**src/hw/rtl/assert_macros.svh**
```systemverilog
// Assertion helpers shared by the RTL
`ifndef ASSERT_MACROS_SVH
`define ASSERT_MACROS_SVH

// clocked implication, disabled in reset
`define ASSERT_IMPL(label, ante, cons) \
    label: assert property (@(posedge clk) disable iff (!rst_n) (ante) |-> (cons)) \
        else $error("assertion failed");

// next-cycle implication, disabled in reset
`define ASSERT_NEXT(label, ante, cons) \
    label: assert property (@(posedge clk) disable iff (!rst_n) (ante) |=> (cons)) \
        else $error("assertion failed");

`endif

```
**src/hw/rtl/mfe_pkg.sv**
```systemverilog
`default_nettype none
package mfe_pkg;
    localparam int DefFrameWidth  = 128;
    localparam int DefFrameHeight = 96;
    localparam int ColW  = 7;
    localparam int RowW  = 7;
    localparam int ChgW  = 10;
    localparam int SmW   = 12;
    localparam int GradW = 11;

    localparam logic [1:0] REG_THRESHOLD = 2'd0;
    localparam logic [1:0] REG_GAIN      = 2'd1;
    localparam logic [1:0] REG_WARMUP    = 2'd2;

    typedef struct packed {
        logic [9:0]  threshold;
        logic [11:0] gain;
        logic [7:0]  warmup;
    } cfg_t;

    function automatic logic [7:0] absdiff8(input logic [7:0] a, input logic [7:0] b);
        absdiff8 = (a > b) ? (a - b) : (b - a);
    endfunction
endpackage
`default_nettype wire

```
**src/hw/rtl/mfe_regs.sv**
```systemverilog
`default_nettype none
module mfe_regs
    import mfe_pkg::*;
(
    input  wire logic        clk,
    input  wire logic        rst_n,
    input  wire logic        psel,
    input  wire logic        penable,
    input  wire logic        pwrite,
    input  wire logic [3:0]  paddr,
    input  wire logic [31:0] pwdata,
    output logic      [31:0] prdata,
    output logic             pready,
    output cfg_t             cfg
);
    logic [9:0]  thr_reg;
    logic [11:0] gain_reg;
    logic [7:0]  warm_reg;
    logic        wr_en;

    assign pready = 1'b1;
    assign wr_en  = psel && penable && pwrite;

    always_ff @(posedge clk or negedge rst_n)
    begin
        if (!rst_n)
        begin
            thr_reg  <= 10'd20;
            gain_reg <= 12'd26;
            warm_reg <= 8'd15;
        end
        else if (wr_en)
        begin
            if (paddr[3:2] == REG_THRESHOLD) thr_reg  <= pwdata[9:0];
            if (paddr[3:2] == REG_GAIN)      gain_reg <= pwdata[11:0];
            if (paddr[3:2] == REG_WARMUP)    warm_reg <= pwdata[7:0];
        end
    end

    always_comb
    begin
        unique case (paddr[3:2])
            REG_THRESHOLD: prdata = {22'd0, thr_reg};
            REG_GAIN:      prdata = {20'd0, gain_reg};
            REG_WARMUP:    prdata = {24'd0, warm_reg};
            default:       prdata = 32'd0;
        endcase
    end

    assign cfg = '{threshold: thr_reg, gain: gain_reg, warmup: warm_reg};
endmodule
`default_nettype wire

```
**config.mk**
```make
export PLATFORM = sky130hd
export DESIGN_NAME = mfe_regs
export DESIGN_NICKNAME = d
export VERILOG_FILES = /design/src/hw/rtl/assert_macros.svh /design/src/hw/rtl/mfe_pkg.sv /design/src/hw/rtl/mfe_regs.sv
export SDC_FILE = /design/constraint.sdc
export NUM_CORES = 1
export LEC_CHECK = 0
export ABC_AREA = 1
export BUFFER_PORTS_ARGS = -buffer_cell sky130_fd_sc_hd__buf_2
export CORE_MARGIN = 2
export CORE_UTILIZATION = 47
export CTS_BUF_LIST = sky130_fd_sc_hd__clkbuf_8
export CTS_CLUSTER_SIZE = 12
export DETAILED_ROUTE_END_ITERATION = 8
export GPL_TIMING_DRIVEN = 0
export PLACE_DENSITY_LB_ADDON = 0.3
export SYNTH_ARGS = -nofsm -noshare
export SYNTH_HDL_FRONTEND = slang
export SYNTH_SLANG_ARGS = --single-unit
```
**constraint.sdc**
```tcl
create_clock -name clk -period 1.4 [get_ports clk]
set_input_delay 0.28 -clock clk [delete_from_list [all_inputs] [get_ports clk]]
set_output_delay 0.28 -clock clk [all_outputs]
set_load 0.03 [all_outputs]
```
==> run_results.csv <==
group,metric,value,unit
sta,skew,0,ps
pwr,clkPwrFrac,0.222,
sta,relSlewSlack,0.550,
hold_path,min_path_type,"in -> async",
final_layout,diodes,0,
worst_setup_path,arrival,1090,ps
logic_synthesis,netlist_area,1610,µm²
worst_setup_path,worst-setup-path-type,"reg -> out",
worst_setup_path,ff2ff_path_depth,2,
logic_synthesis,yosys_warnings,0,
worst_setup_path,startpoint_type,"flip-flop",
sta,finalHoldViolations,0,
global_routing,grt_overflow,0,
global_routing,grt_pass1_vias,1346,
logic_synthesis,synth_cells,207,
logic_synthesis,synth_cell_types,15,
pwr,intPower,1850,µW
sta,clock.fmax,731,MHz
placed_design,post-place-ws,-82.5,ps
final_layout,utilization,0.680,
worst_setup_path,crit_end,"prdata[1]",
sta,setup_viol,0,
clock_network,cts.clk_slew.worst_paths,60,ps
die,rows,21,
placed_design,dp_hpwl,2.68,mm
sta,tns,0,ps
global_routing,grt_usage,0.211,
global_routing,grt_pass1_wl,6.34,mm
die,die-height,62.5,µm
clock_network,clk_latency,280,ps
placed_design,place.gp.congestion,0.714,
worst_setup_path,crit_path_end_kind,"output port",
detailed_routing,vias_per_cell,4.35,
sta,finalCriticalPeriod,1370,ps
clock_network,cts_tree,"built",
sta,rsz0062_at_grt,"yes",
die,io_pins,104,
detailed_routing,wl_per_cell,11.5,µm
detailed_routing,ant_nets,0,
pwr,leakagePower,0.00136,µW
clock_network,clockBufferDepth,2,
pwr,p_comb_frac,0.386,
worst_setup_path,crit_start,"warm_reg[1]",
detailed_routing,drt_first_pass_iters,4,
worst_setup_path,regToRegStartpoint,"thr_reg[4]",
detailed_routing,vias,1482,
pwr,power_switching,1290,µW
global_routing,grt_max_degree,31,
clock_network,cts_buffers,5,
final_layout,final_common_cell,"nand2_1",
final_layout,fill_cells,335,
worst_setup_path,r2r_end,"thr_reg[4]",
sta,tightest_slew,675,ps
worst_setup_path,timing.critical_path.fanout_max,3,
detailed_routing,drtIter0Drc,36,
final_layout,most-common-layout-cells,"nand2_1, buf_2, buf_4",
die,coreArea,3310,µm²
status,status,"finished clean",
detailed_routing,drc,0,
detailed_routing,wirelength,3.93,mm
sta,holdWs,33.6,ps
clock_network,cts-root-buf,"clkbuf_8",
final_layout,drive_above_1_share,0.441,
placed_design,placedCellCount,332,
clock_network,cts_max_level,2,
clock_network,clock-sinks,30,
clock_network,cts_setup_buffers,0,
die,die_w,62.5,µm
pwr,peakVddDrop,0.000852,V
final_layout,fin_nets,335,
final_layout,syn_to_final_growth,40.1,%
pwr,p_seq_frac,0.392,
worst_setup_path,reg2reg_slack,660,ps
logic_synthesis,syn_avg_cell_area,7.76,µm²
sta,fin_crit_sh,0.977,
logic_synthesis,synth-seq-cells,30,
logic_synthesis,synth-seq-area-share,0.474,
placed_design,numPortBuffers,60,
die,die_area,3900,µm²
sta,drv_slew,0,
final_layout,largest_register_ffs,12,
pwr,power_density,1390,nW/µm²
sta,worst_slack,31.6,ps
worst_setup_path,cp.required,1120,ps
flow_run,max-cap-violations,0,
final_layout,stdcell_count,341,
pwr,switching_share,0.411,
global_routing,antenna_found_initial,0,
die,start_util,0.485,
clock_network,holdBufCountCts,0,
==> logic make-up (layout without fill, tap and decap cells) <==
group / after synthesis / in the layout / synth area share
simple gates: 143 / 143 / 0.385
buf+inv: 32 / 101 / 0.136
flops: 30 / 30 / 0.474
other cells: 2 / 21 / 0.00467
==> cells in the mapped netlist (all sizes together) <==
cell   number  share of area
nand2     127           0.32
buf        25           0.12
dfrtp      21           0.33
dfstp       9           0.15
nand3       9          0.031
inv         7          0.016
nor2        7          0.035
conb        2         0.0047
==> layer usage <==
metal / GRT usage / vias to the layer above / share of wire
li1: - / 757 / -
met1: 0.267 / 669 / 0.42
met2: 0.339 / 52 / 0.50
met3: 0.0685 / 4 / 0.074
met4: 0.0750 / 0 / 0.0079
met5: 0 / - / 0
==> worst min-delay path by stage <==
stage	startpoint	cells after the start	slack [ps]	endpoint
2_1_floorplan	rst_n	0	-20	gain_reg[0]
3_3_place_gp	rst_n	1	340	thr_reg[3]
3_5_place_dp	rst_n	1	350	thr_reg[3]
4_1_cts	rst_n	1	50	gain_reg[9]
5_1_grt	rst_n	1	70	gain_reg[9]
6_report	rst_n	1	30	thr_reg[3]
==> power groups by stage <==
stage	clock network, µW	logic, µW	registers, µW
2_1_floorplan	0	450	1590
3_3_place_gp	0	1130	1230
3_5_place_dp	0	1140	1240
4_1_cts	707	1170	1220
5_1_grt	760	1300	1260
6_report	695	1210	1230
==> critical path, cell delays in order, from the launching register on <==
cell and delay [ps]:
dfstp_2 550, nand2_2 60, nand3_2 70, buf_6 130
==> repair_timing <==
action	4_1_cts	5_1_grt
pin swaps	0	2
hold endpoints to repair	0	0
endpoints found under the setup margin	10	10
gates resized for setup	11	21
cloned	0	1
==> area by class of cell <==
cell class                      instances  area, µm²  share of cell area
Buffer                                 25        206              0.0917
Clock buffer                            6       82.6              0.0367
Clock inverter                          2       7.51             0.00334
Inverter                                7       31.3              0.0139
Multi-Input combinational cell        164        739               0.329
Sequential cell                        30        762               0.339
Tap cell                               46       57.6              0.0256
Timing Repair Buffer                   61        364               0.162
==> stage by stage <==
stage / total power (µW) / instance area (µm²)
after floorplan: 2040 / 1680
after global placement: 2360 / 2040
after detailed placement: 2380 / 2040
after CTS: 3100 / 2160
after global routing: 3310 / 2250
final: 3130 / 2250
Power figures use the tool's default switching activity.
